**src/psd_pkg.sv**
```systemverilog
// Shared types, constants and the max-star correction table for the PAM soft demapper.
package psd_pkg;

  localparam int SAMPLE_W   = 16;
  localparam int CODE_W     = 4;
  localparam int LLR_W      = 16;
  localparam int LIMIT_W    = 15;
  localparam int MAX_BITS   = 4;
  localparam int BITS_W     = 3;
  localparam int NPTS       = 16;
  localparam int PT_W       = 4;
  localparam int BIT_W      = 2;
  localparam int Y_W        = SAMPLE_W + 4;
  localparam int X_W        = 23;
  localparam int AD_W       = 21;
  localparam int PROD_W     = 2 * AD_W;
  localparam int SUM_W      = 59;
  localparam int MET_SHIFT  = 31;
  localparam int MET_W      = 28;
  localparam int SCORE_W    = MET_W + 1;
  localparam int ACC_W      = 30;
  localparam int CORR_W     = 7;
  localparam int CORR_SHIFT = 6;
  localparam int CORR_DEPTH = 16;
  localparam int CORR_IDX_W = $clog2(CORR_DEPTH);

  typedef logic signed [ACC_W-1:0]   acc_t;
  typedef logic signed [SCORE_W-1:0] score_t;

  typedef enum logic [2:0] {
    REG_BITS  = 3'd0,
    REG_LABEL = 3'd1,
    REG_INV   = 3'd2,
    REG_STEP  = 3'd3,
    REG_LIMIT = 3'd4
  } reg_idx_t;

  typedef enum logic [2:0] {
    ST_IDLE,
    ST_DIFF,
    ST_SQUARE,
    ST_MUL_LO,
    ST_MUL_HI,
    ST_SCORE,
    ST_COMBINE,
    ST_EMIT
  } state_t;

  // round(128 * ln(1 + exp(-k/2)))
  function automatic logic [CORR_W-1:0] corr_lookup(input logic [CORR_IDX_W-1:0] k);
    logic [CORR_W-1:0] v;
    case (k)
      4'd0:    v = 7'd89;
      4'd1:    v = 7'd61;
      4'd2:    v = 7'd40;
      4'd3:    v = 7'd26;
      4'd4:    v = 7'd16;
      4'd5:    v = 7'd10;
      4'd6:    v = 7'd6;
      4'd7:    v = 7'd4;
      4'd8:    v = 7'd2;
      4'd9:    v = 7'd1;
      4'd10:   v = 7'd1;
      4'd11:   v = 7'd1;
      default: v = 7'd0;
    endcase
    return v;
  endfunction

endpackage

```
**src/pam_soft_demapper_top.sv**
```systemverilog
// PAM soft demapper: per-point distance metrics and per-bit max-star LLRs.
// Each symbol runs a sweep over its M = 2^b points, then one combine pass per bit,
// which an output stall can hold; the pace is set by the one shared 21x21 multiplier
// (five steps per point) and the one max-star unit (one point per cycle per bit).
// One LLR transaction per label bit, msb first; input ready only while idle.
// Synchronous active-high reset: configuration and control registers return to their reset values, datapath idle.
module pam_soft_demapper_top (
  input  logic        clk,
  input  logic        rst,
  input  logic        s_tvalid,
  output logic        s_tready,
  input  logic [23:0] s_tdata,   // [15:0] sample, [19:16] code_bits, [23:20] zero
  output logic        m_tvalid,
  input  logic        m_tready,
  output logic [15:0] m_tdata,   // [15:0] llr
  output logic [1:0]  m_tuser,   // [1:0] bit_index
  output logic        m_tlast,
  input  logic        cfg_valid,
  output logic        cfg_ready,
  input  logic [2:0]  cfg_index,
  input  logic [63:0] cfg_data
);

  // configuration registers
  logic [psd_pkg::BITS_W-1:0]  bits_per_symbol;
  logic [63:0]                 label_map;
  logic [15:0]                 inv_two_sigma2;
  logic [15:0]                 point_step;
  logic [psd_pkg::LIMIT_W-1:0] llr_limit;

  assign cfg_ready = 1'b1;

  always_ff @(posedge clk) begin
    if (rst) begin
      bits_per_symbol <= 3'd1;
      label_map       <= 64'hFEDC_BA98_7654_3210;
      inv_two_sigma2  <= 16'd256;
      point_step      <= 16'd32768;
      llr_limit       <= 15'd32767;
    end else if (cfg_valid && cfg_ready) begin
      case (cfg_index)
        psd_pkg::REG_BITS:  bits_per_symbol <= cfg_data[psd_pkg::BITS_W-1:0];
        psd_pkg::REG_LABEL: label_map       <= cfg_data;
        psd_pkg::REG_INV:   inv_two_sigma2  <= cfg_data[15:0];
        psd_pkg::REG_STEP:  point_step      <= cfg_data[15:0];
        psd_pkg::REG_LIMIT: llr_limit       <= cfg_data[psd_pkg::LIMIT_W-1:0];
        default: ;
      endcase
    end
  end

  // control state
  psd_pkg::state_t           state, state_next;
  logic [psd_pkg::PT_W-1:0]  pt, pt_next;
  logic [psd_pkg::BIT_W-1:0] bit_i, bit_i_next;
  logic                      have0, have0_next;
  logic                      have1, have1_next;
  logic                      out_load;

  // datapath
  logic signed [psd_pkg::Y_W-1:0]   y;
  logic [psd_pkg::CODE_W-1:0]       code;
  logic [psd_pkg::BITS_W-1:0]       b_eff;
  logic signed [psd_pkg::X_W-1:0]   x;
  logic [psd_pkg::AD_W-1:0]         ad;
  logic [psd_pkg::PROD_W-1:0]       d2;
  logic [psd_pkg::PROD_W-1:0]       plo;
  logic [psd_pkg::PROD_W-1:0]       phi;
  psd_pkg::score_t                  score [psd_pkg::NPTS];
  psd_pkg::acc_t                    acc0;
  psd_pkg::acc_t                    acc1;

  logic [psd_pkg::BITS_W-1:0]       b_in;
  logic signed [psd_pkg::X_W-1:0]   step_ext;
  logic signed [psd_pkg::X_W-1:0]   x_init;
  logic signed [psd_pkg::X_W-1:0]   d;
  logic [psd_pkg::AD_W-1:0]         mul_a;
  logic [psd_pkg::AD_W-1:0]         mul_b;
  logic [psd_pkg::PROD_W-1:0]       prod;
  logic [psd_pkg::SUM_W-1:0]        sum;
  logic [psd_pkg::MET_W-1:0]        metric;
  logic [psd_pkg::PT_W-1:0]         pt_max;
  logic [psd_pkg::BIT_W-1:0]        bit_pos;
  logic [psd_pkg::BIT_W-1:0]        bit_last;
  logic [3:0]                       lab;
  logic                             lab_bit;
  psd_pkg::acc_t                    score_rd;
  psd_pkg::acc_t                    ms_y;
  logic signed [psd_pkg::ACC_W:0]   llr_wide;
  logic signed [psd_pkg::ACC_W:0]   lim_w;
  logic signed [psd_pkg::ACC_W:0]   llr_sat;
  logic [psd_pkg::LLR_W-1:0]        llr_out;

  always_comb begin
    if (bits_per_symbol == '0) begin
      b_in = 3'd1;
    end else if (bits_per_symbol > 3'(psd_pkg::MAX_BITS)) begin
      b_in = 3'(psd_pkg::MAX_BITS);
    end else begin
      b_in = bits_per_symbol;
    end
    step_ext = psd_pkg::X_W'({1'b0, point_step});
    x_init   = step_ext - (step_ext << b_in);
    d        = psd_pkg::X_W'(y) - x;
    pt_max   = psd_pkg::PT_W'((5'd1 << b_eff) - 5'd1);
    bit_last = psd_pkg::BIT_W'(b_eff - 3'd1);
    bit_pos  = psd_pkg::BIT_W'(b_eff - 3'd1 - {1'b0, bit_i});
    lab      = label_map[{pt, 2'b00} +: 4];
    lab_bit  = lab[bit_pos];
    score_rd = psd_pkg::acc_t'(score[pt]);
  end

  // shared multiplier
  always_comb begin
    unique case (state)
      psd_pkg::ST_MUL_LO: begin
        mul_a = d2[psd_pkg::AD_W-1:0];
        mul_b = psd_pkg::AD_W'(inv_two_sigma2);
      end
      psd_pkg::ST_MUL_HI: begin
        mul_a = d2[psd_pkg::PROD_W-1:psd_pkg::AD_W];
        mul_b = psd_pkg::AD_W'(inv_two_sigma2);
      end
      default: begin
        mul_a = ad;
        mul_b = ad;
      end
    endcase
    prod   = mul_a * mul_b;
    sum    = psd_pkg::SUM_W'(plo) + (psd_pkg::SUM_W'(phi) << psd_pkg::AD_W)
             + (psd_pkg::SUM_W'(1) << (psd_pkg::MET_SHIFT - 1));
    metric = sum[psd_pkg::MET_SHIFT +: psd_pkg::MET_W];
  end

  psd_max_star u_max_star (
    .a (lab_bit ? acc1 : acc0),
    .b (score_rd),
    .y (ms_y)
  );

  // final LLR of the current bit
  always_comb begin
    llr_wide = {acc0[psd_pkg::ACC_W-1], acc0} - {acc1[psd_pkg::ACC_W-1], acc1};
    lim_w    = (psd_pkg::ACC_W+1)'({1'b0, llr_limit});
    if (!have1) begin
      llr_sat = lim_w;
    end else if (!have0) begin
      llr_sat = -lim_w;
    end else if (llr_wide > lim_w) begin
      llr_sat = lim_w;
    end else if (llr_wide < -lim_w) begin
      llr_sat = -lim_w;
    end else begin
      llr_sat = llr_wide;
    end
    llr_out = code[bit_pos] ? -llr_sat[psd_pkg::LLR_W-1:0] : llr_sat[psd_pkg::LLR_W-1:0];
  end

  // sequencer
  always_comb begin
    state_next = state;
    pt_next    = pt;
    bit_i_next = bit_i;
    have0_next = have0;
    have1_next = have1;
    out_load   = 1'b0;
    s_tready   = 1'b0;
    unique case (state)
      psd_pkg::ST_IDLE: begin
        s_tready = 1'b1;
        if (s_tvalid) begin
          state_next = psd_pkg::ST_DIFF;
          pt_next    = '0;
        end
      end
      psd_pkg::ST_DIFF:   state_next = psd_pkg::ST_SQUARE;
      psd_pkg::ST_SQUARE: state_next = psd_pkg::ST_MUL_LO;
      psd_pkg::ST_MUL_LO: state_next = psd_pkg::ST_MUL_HI;
      psd_pkg::ST_MUL_HI: state_next = psd_pkg::ST_SCORE;
      psd_pkg::ST_SCORE: begin
        pt_next = pt + 1'b1;
        if (pt == pt_max) begin
          state_next = psd_pkg::ST_COMBINE;
          pt_next    = '0;
          bit_i_next = '0;
          have0_next = 1'b0;
          have1_next = 1'b0;
        end else begin
          state_next = psd_pkg::ST_DIFF;
        end
      end
      psd_pkg::ST_COMBINE: begin
        pt_next = pt + 1'b1;
        if (lab_bit) begin
          have1_next = 1'b1;
        end else begin
          have0_next = 1'b1;
        end
        if (pt == pt_max) begin
          state_next = psd_pkg::ST_EMIT;
        end
      end
      psd_pkg::ST_EMIT: begin
        if (!m_tvalid || m_tready) begin
          out_load = 1'b1;
          if (bit_i == bit_last) begin
            state_next = psd_pkg::ST_IDLE;
          end else begin
            state_next = psd_pkg::ST_COMBINE;
            bit_i_next = bit_i + 1'b1;
            pt_next    = '0;
            have0_next = 1'b0;
            have1_next = 1'b0;
          end
        end
      end
      default: state_next = psd_pkg::ST_IDLE;
    endcase
  end

  always_ff @(posedge clk) begin
    if (rst) begin
      state    <= psd_pkg::ST_IDLE;
      pt       <= '0;
      bit_i    <= '0;
      have0    <= 1'b0;
      have1    <= 1'b0;
      m_tvalid <= 1'b0;
    end else begin
      state <= state_next;
      pt    <= pt_next;
      bit_i <= bit_i_next;
      have0 <= have0_next;
      have1 <= have1_next;
      if (out_load) begin
        m_tvalid <= 1'b1;
      end else if (m_tready) begin
        m_tvalid <= 1'b0;
      end
    end
  end

  always_ff @(posedge clk) begin
    unique case (state)
      psd_pkg::ST_IDLE: begin
        if (s_tvalid) begin
          y     <= psd_pkg::Y_W'({s_tdata[psd_pkg::SAMPLE_W-1:0], 4'b0000});
          code  <= s_tdata[psd_pkg::SAMPLE_W +: psd_pkg::CODE_W];
          b_eff <= b_in;
          x     <= x_init;
        end
      end
      psd_pkg::ST_DIFF: begin
        ad <= d[psd_pkg::X_W-1] ? psd_pkg::AD_W'(-d) : psd_pkg::AD_W'(d);
        x  <= x + (step_ext <<< 1);
      end
      psd_pkg::ST_SQUARE: d2  <= prod;
      psd_pkg::ST_MUL_LO: plo <= prod;
      psd_pkg::ST_MUL_HI: phi <= prod;
      psd_pkg::ST_SCORE: score[pt] <= -psd_pkg::score_t'({1'b0, metric});
      psd_pkg::ST_COMBINE: begin
        if (lab_bit) begin
          acc1 <= have1 ? ms_y : score_rd;
        end else begin
          acc0 <= have0 ? ms_y : score_rd;
        end
      end
      psd_pkg::ST_EMIT: begin
        if (out_load) begin
          m_tdata <= llr_out;
          m_tuser <= bit_i;
          m_tlast <= (bit_i == bit_last);
        end
      end
      default: ;
    endcase
  end

  a_accept_starts: assert property (@(posedge clk) disable iff (rst)
    (s_tvalid && s_tready) |=> (state == psd_pkg::ST_DIFF && pt == '0))
    else $error("accepted transaction did not start the point sweep");

  a_emit_has_points: assert property (@(posedge clk) disable iff (rst)
    (state == psd_pkg::ST_EMIT) |-> (have0 || have1))
    else $error("LLR emitted with no points combined");

  a_emit_bit_range: assert property (@(posedge clk) disable iff (rst)
    (state == psd_pkg::ST_EMIT) |-> ({1'b0, bit_i} < b_eff))
    else $error("bit index beyond symbol width");

endmodule

```
**src/psd_max_star.sv**
```systemverilog
// Jacobian logarithm unit: max(a,b) plus table correction on |a-b|.
module psd_max_star (
  input  psd_pkg::acc_t a,
  input  psd_pkg::acc_t b,
  output psd_pkg::acc_t y
);

  logic signed [psd_pkg::ACC_W:0] diff;
  logic        [psd_pkg::ACC_W:0] mag;
  psd_pkg::acc_t                  mx;
  logic                           in_range;
  logic [psd_pkg::CORR_W-1:0]     corr;

  always_comb begin
    diff     = {a[psd_pkg::ACC_W-1], a} - {b[psd_pkg::ACC_W-1], b};
    mx       = diff[psd_pkg::ACC_W] ? b : a;
    mag      = diff[psd_pkg::ACC_W] ? -diff : diff;
    in_range = (mag >> (psd_pkg::CORR_SHIFT + psd_pkg::CORR_IDX_W)) == '0;
    corr     = in_range ?
               psd_pkg::corr_lookup(mag[psd_pkg::CORR_SHIFT +: psd_pkg::CORR_IDX_W]) : '0;
    y        = mx + psd_pkg::acc_t'({1'b0, corr});
  end

endmodule
```
**config.mk**
```make
export PLATFORM = sky130hd
export DESIGN_NAME = pam_soft_demapper_top
export DESIGN_NICKNAME = d
export VERILOG_FILES = /design/src/psd_pkg.sv /design/src/pam_soft_demapper_top.sv /design/src/psd_max_star.sv
export SDC_FILE = /design/constraint.sdc
export NUM_CORES = 2
export LEC_CHECK = 0
export ABC_AREA = 0
export BUFFER_PORTS_ARGS = -buffer_cell sky130_fd_sc_hd__buf_4
export CELL_PAD_IN_SITES_DETAIL_PLACEMENT = 1
export CELL_PAD_IN_SITES_GLOBAL_PLACEMENT = 1
export CORE_ASPECT_RATIO = 0.7
export CORE_MARGIN = 5
export CORE_UTILIZATION = 40
export DETAILED_ROUTE_END_ITERATION = 12
export PLACE_DENSITY_LB_ADDON = 0.3
export REMOVE_ABC_BUFFERS = 1
export SETUP_SLACK_MARGIN = 0.3
export SYNTH_ARGS = -nofsm -noshare
export SYNTH_HDL_FRONTEND = slang
export SYNTH_SLANG_ARGS = --single-unit
export TNS_END_PERCENT = 30
```
**constraint.sdc**
```tcl
create_clock -name clk -period 30 [get_ports clk]
set_input_delay 1.5 -clock clk [delete_from_list [all_inputs] [get_ports clk]]
set_output_delay 1.5 -clock clk [all_outputs]
set_load 0.005 [all_outputs]
```
**Word level (Yosys, flattened, before mapping)**

Memories as Yosys holds them, arrays and structs flattened. A register that Yosys moved wholly into a read port is not among the register bits.
Index checks and enable logic that the tools add are counted.

- Reductions and logical operators: 27
- Shift operators: 3
- Equal/unequal tests: 20
- Multiplexer cells: 53
- Magnitude comparators: 4
- $mul: 1
- Bitwise logic cells: 1
- Add/sub/neg operators: 18

Operators with widths:

| cell | number |
|---|---|
| two-way mux 30 bit | 4 |
| two-way mux 16 bit | 5 |
| indexed part select 64 x 7 -> 4 bit | 1 |
| adder 42 x 59 -> 59 bit | 1 |
| adder 59 x 31 -> 59 bit (second input constant) | 1 |
| case mux 23 bit (2 select lines) | 1 |
| multiplier 21 x 21 -> 42 bit | 1 |
| two-way mux 21 bit | 2 |
| case mux 21 bit (2 select lines) | 1 |
| greater-than comparator 31 x 16 -> 1 bit | 1 |
| zero test 31 bit | 1 |
| less-than comparator 31 bit | 1 |
| two-way mux 31 bit | 1 |
| negator 15 -> 31 bit | 1 |
| negator 31 bit | 1 |
| subtractor 30 x 29 -> 31 bit | 1 |
| subtractor 30 x 30 -> 31 bit | 1 |
| adder 30 x 8 -> 30 bit | 1 |
| negator 28 -> 29 bit | 1 |
| two-way mux 4 bit | 6 |
| case mux 3 bit (8 select lines) | 1 |
| adder 23 x 18 -> 23 bit | 1 |
| two-way mux 23 bit | 1 |
| << shifter 16 x 3 -> 23 bit | 1 |
| other kinds (38) | 90 |

- Flip-flop bits (word level): 394
- Memories kept: 2
- Bits in read-only memories: 112
- RAM bits: 464
- Bits of input ports: 96
- Output and inout bits: 22
- Logic and storage cells: 153

Memory list:

| memory | words | bits a word | read ports | clocked after Yosys merged registers in | wr ports | RTL line | source |
|---|---|---|---|---|---|---|---|
| score | 16 | 29 | 1 | 1 | 1 | pam_soft_demapper_top.sv:69 | `psd_pkg::score_t score [psd_pkg::NPTS];` |
| (name not given) | 16 | 7 | 1 | 0 | 0 | psd_pkg.sv:52 | `case (k)` |

**Depth between registers and ports, before layout**

- Word-level depth: 12
- Mapped depth: 48

**Hierarchy**

A second synthesis with hierarchy kept.

- Cell total of the unflattened synthesis: 5551
- Area, all modules: 60010.1 um2

Modules (own cells, without submodules):

| module | area an instance (um2) | cells an instance | instances | sequential area each (um2) |
|---|---|---|---|---|
| pam_soft_demapper_top | 55660.9 | 4902 | 1 | 23953.0 |
| psd_max_star | 4349.2 | 649 | 1 | 0.0 |

**Worst setup path after synthesis**

OpenSTA, ideal clock, no wires.

- Path kind: flip-flop to flip-flop
- From: register with a tool-made name
- To: register acc0[24] (data pin)
- Slack: 19830 ps
- Arrival: 9910 ps
- Cell stages (with the launch flop): 45
- Data required time: 29740 ps
- Library setup time: 260 ps
- Cells stage by stage: dfxtp_1 -> buf_2 -> buf_2 -> buf_2 -> buf_2 -> buf_2 -> buf_2 -> buf_2 -> buf_2 -> mux4_2 -> mux4_2 -> inv_1 -> ha_1 -> a21oi_1 -> o21ai_0 -> and4_1 -> o211a_1 -> o21ai_0 -> (+9 left out) -> mux2_2 -> nand2_1 -> o21ai_0 -> and2_1 -> fa_1 -> a21oi_1 -> nor2_1 -> nor2_1 -> o21bai_1 -> a21oi_1 -> nor2b_1 -> nor2_1 -> or3_1 -> buf_2 -> nor3_1 -> a31oi_1 -> a21oi_1 -> mux2_2

RTL lines:

| what | RTL line | source |
|---|---|---|
| to (signal assigned) | pam_soft_demapper_top.sv:265 | `acc0 <= have0 ? ms_y : score_rd;` |
| to (decl) | pam_soft_demapper_top.sv:70 | `psd_pkg::acc_t acc0;` |

**Worst setup path after layout**

- From: register state[0]
- To: register d2[41] (netlist bit) (data pin)

- Longest elaborated chain between the ends: 4
- Elaborated cells on any way between the ends: 6
- Classes of those cells: mul: 1; eq/ne: 2; mux: 2; reduce/logical: 1

Ends and longest elaborated chain:

| what | RTL line | source |
|---|---|---|
| from (decl) | pam_soft_demapper_top.sv:53 | `psd_pkg::state_t state, state_next;` |
| from (signal assigned) | pam_soft_demapper_top.sv:223 | `state <= psd_pkg::ST_IDLE;` |
| from (signal assigned) | pam_soft_demapper_top.sv:230 | `state <= state_next;` |
| equality test 3 bit or equality test 3 x 2 -> 1 bit (tied branches) | pam_soft_demapper_top.sv:115 | `unique case (state)` |
| OR reduction 2 bit (no line) | - |  |
| two-way mux 21 bit | pam_soft_demapper_top.sv:115 |  |
| multiplier 21 x 21 -> 42 bit * | pam_soft_demapper_top.sv:129 | `prod = mul_a * mul_b;` |
| via prod, one bit | pam_soft_demapper_top.sv:79 | `logic [psd_pkg::PROD_W-1:0] prod;` |
| to (signal assigned) | pam_soft_demapper_top.sv:257 | `psd_pkg::ST_SQUARE: d2 <= prod;` |
| to (decl) | pam_soft_demapper_top.sv:66 | `logic [psd_pkg::PROD_W-1:0] d2;` |

The timed path passes the listed nets; every way through them passes the cells marked *.
A chain may end at the register's enable or synchronous reset.

==> impl_metrics.json <==
{
  "ys_ff_latch": 841,
  "fin_skew_ps": 66.96,
  "finalCritPeriodShare": 0.3879,
  "maxCapViolCount": 0,
  "routedWlPerCell_um": 23.77,
  "worstRegToRegCells": 34,
  "design.die.area_um2": 155800,
  "post-route-drc-count": 0,
  "outcome": "finished, final reports clean",
  "start_kind": "flop",
  "cpMostUsedCell": "fa_1",
  "ys_types": 87,
  "syn_area_per_cell_um2": 10.85,
  "drv_slew": 0,
  "final_cell_mix": "nand2_1, edfxtp_1, inv_1",
  "firstDrtPassIters": 6,
  "drive_gt1_frac": 0.1052,
  "synth_top_area_cell": "edfxtp_1",
  "final_common_cell": "nand2_1",
  "io-pin-count": 118,
  "vias": 42701,
  "r2r-end": "d2[41]",
  "path_class": "flop to flop",
  "place_hpwl_um": 132000,
  "rsz0062_at_grt": "no",
  "numCtsBuffers": 86,
  "grt_pass1_wl_um": 274100,
  "slew_headroom": 0.1151,
  "worstPathRequired_ps": 30420,
  "grt_pass1_vias": 44391,
  "die_y_um": 331.8,
  "grt_max_degree": 91,
  "cp.arrival_ps": 12060,
  "synth.yosys.seq_area_share": 0.4048,
  "whs_path_depth": 2,
  "r2r_start": "state[0]",
  "synth_async_sr_flop_share": 0,
  "crit_fanout": 57,
  "hold_path.startpoint": "label_map[49]",
  "htreeDepth": 3,
  "crit_slowest_cell": "a21oi_1",
  "synth_edf_count": 711,
  "cts_tree": "done",
  "nets": 6340,
  "synthFlopType": "edfxtp_1",
  "place.gp.congestion": 0.8819,
  "postCtsSetupRepairBufs": 0,
  "nFillCells": 15977,
  "tns_ps": 0,
  "period_minus_slack_ps": 11640,
  "start_util": 0.4012,
  "holdPathEnd": "label_map[49]",
  "yosys-top-cells-area": "edfxtp_1, fa_1, ha_1, mux4_2, nand2_1",
  "critical-path-max-stage-delay_ps": 1010,
  "track_usage": 0.2275,
  "hold_class": "flop to flop",
  "fmax_ghz": 0.08593,
  "tightestPinTransition_ps": 1327,
  "clk_pin_slew_ps": 60,
  "die-width_um": 469.7,
  "area_growth_syn_to_layout_pct": 10.33,
  "hold_viol": 0,
  "syn_area_um2": 59170,
  "rrSetupSlack_ps": 18360,
  "setup_viol": 0,
  "via_per_inst": 5.646,
  "postRouteAntennaNets": 0,
  "drtIter0Drc": 3736,
  "ctsResizeCount": 0,
  "cts_sinks": 841,
  "synth_warnings": 0,
  "clockBufferDepth": 3,
  "portBuffers": 112,
  "cp-end-kind": "flop",
  "synth.top_cell.area_share": 0.3608,
  "grt-ovfl-total": 0,
  "drt_wl_total_um": 179800,
  "hold_buffers": 0,
  "clkLatencyLatePin_ps": 720,
  "core-area_um2": 147500,
  "row_count": 118,
  "antenna_found_initial": 13,
  "syn_inst": 5454,
  "root_buffer": "clkbuf_16"
}
-- worst max-delay path, delay by kind of cell, from the launching register on --
kind / cells / cell delay [ps]
AND/OR/NAND/NOR: 6 / 1350
AO/OA/AOI/OAI: 12 / 3920
flip-flops: 1 / 480
XOR/XNOR: 1 / 270
adder cells (fa/ha/maj): 8 / 3740
buffers and inverters: 7 / 1540
-- Yosys cell counts (10+ instances only) --
library cell and n:
nand2_1 804, edfxtp_1 711, inv_1 566, ha_1 373, fa_1 363, nor2_1 317, a21oi_1 300, clkbuf_1 206
o21ai_0 189, xnor2_1 182, mux4_2 162, dfxtp_1 130, nor3_1 95, mux2i_1 78, a21o_1 77, and3_1 68
nand3b_1 66, xor2_1 66, and2_1 54, nand3_1 54, nand2b_1 41, nor2b_1 41, or3_1 36, mux2_2 31
a31oi_1 27, nand4_1 27, a211oi_1 26, o21bai_1 25, o31ai_1 23, o21a_1 20, nor4_1 18, buf_2 17
o211ai_1 16, a21boi_0 15, a221o_1 15, a22oi_1 15, a221oi_1 14, a211o_1 13, buf_1 10, or2_2 10
-- how the worst max path moves through the flow --
stage                     slack, ps        to      from  cells past startpoint
after global placement        18800  acc0[24]     pt[0]                     39
after detailed placement      18600  acc0[24]     pt[0]                     39
after floorplan               13500    d2[41]  state[2]                     27
after CTS                     18510  acc0[24]     pt[0]                     39
after global routing          17630  acc0[24]     pt[0]                     39
final                         18360    d2[41]  state[0]                     34
-- flip-flops by register name, summed over array words and instances (netlist names), 16 cells and up, named ones only --
name	count
d2	42
phi	38
label_map	64
y	16
plo	21
ad	21
score	464
point_step	16
m_tdata	16
acc0	30
inv_two_sigma2	16
acc1	30
x	23
-- cell families (layout without fill, tap and decap cells) --
kind of cell / count (synthesis) / count (layout) / share of synthesized area
flops: 841 / 841 / 0.4048
fa+ha+maj: 736 / 736 / 0.2017
mux: 271 / 271 / 0.08076
compound gates: 882 / 882 / 0.09516
xor+xnor: 248 / 248 / 0.03671
buf+inv: 806 / 932 / 0.05187
simple gates: 1668 / 1668 / 0.1288
other cells: 2 / 5 / 0.0001269
-- final cells by class --
class / instances / area [µm²] / area share
timing repair buffer: 204 / 1544 / 0.02365
multi-input combinational: 3807 / 32340 / 0.4954
tap: 1980 / 2477 / 0.03795
antenna: 3 / 7.507 / 0.0001150
sequential: 841 / 23970 / 0.3671
clock buffer: 114 / 2310 / 0.03538
clock inverter: 46 / 506.7 / 0.007762
inverter: 568 / 2132 / 0.03266
-- layer usage --
metal,up-vias,track usage,part of all wire
li1,19231,-,-
met1,22011,0.3473,0.48
met4,2,0.03492,0.015
met2,1288,0.3400,0.43
met5,-,0,0.000072
met3,169,0.04623,0.076
-- per-stage QoR --
step,cell area (µm²),worst slack (ps),utilization,hold WS [ps],instances
2_1_floorplan,58230,13500,-,427.1,5216
3_3_place_gp,62460,18800,0.4234,440.0,7400
3_5_place_dp,62460,18600,0.4234,446.1,7400
4_1_cts,65270,18510,0.4425,454.8,7560
5_1_grt,65270,17630,0.4425,477.2,7560
6_report,65280,18360,0.4426,454.8,7563
Power is not shown: default switching activity piles up to over one toggle a cycle in this logic, so the estimate is an artifact.
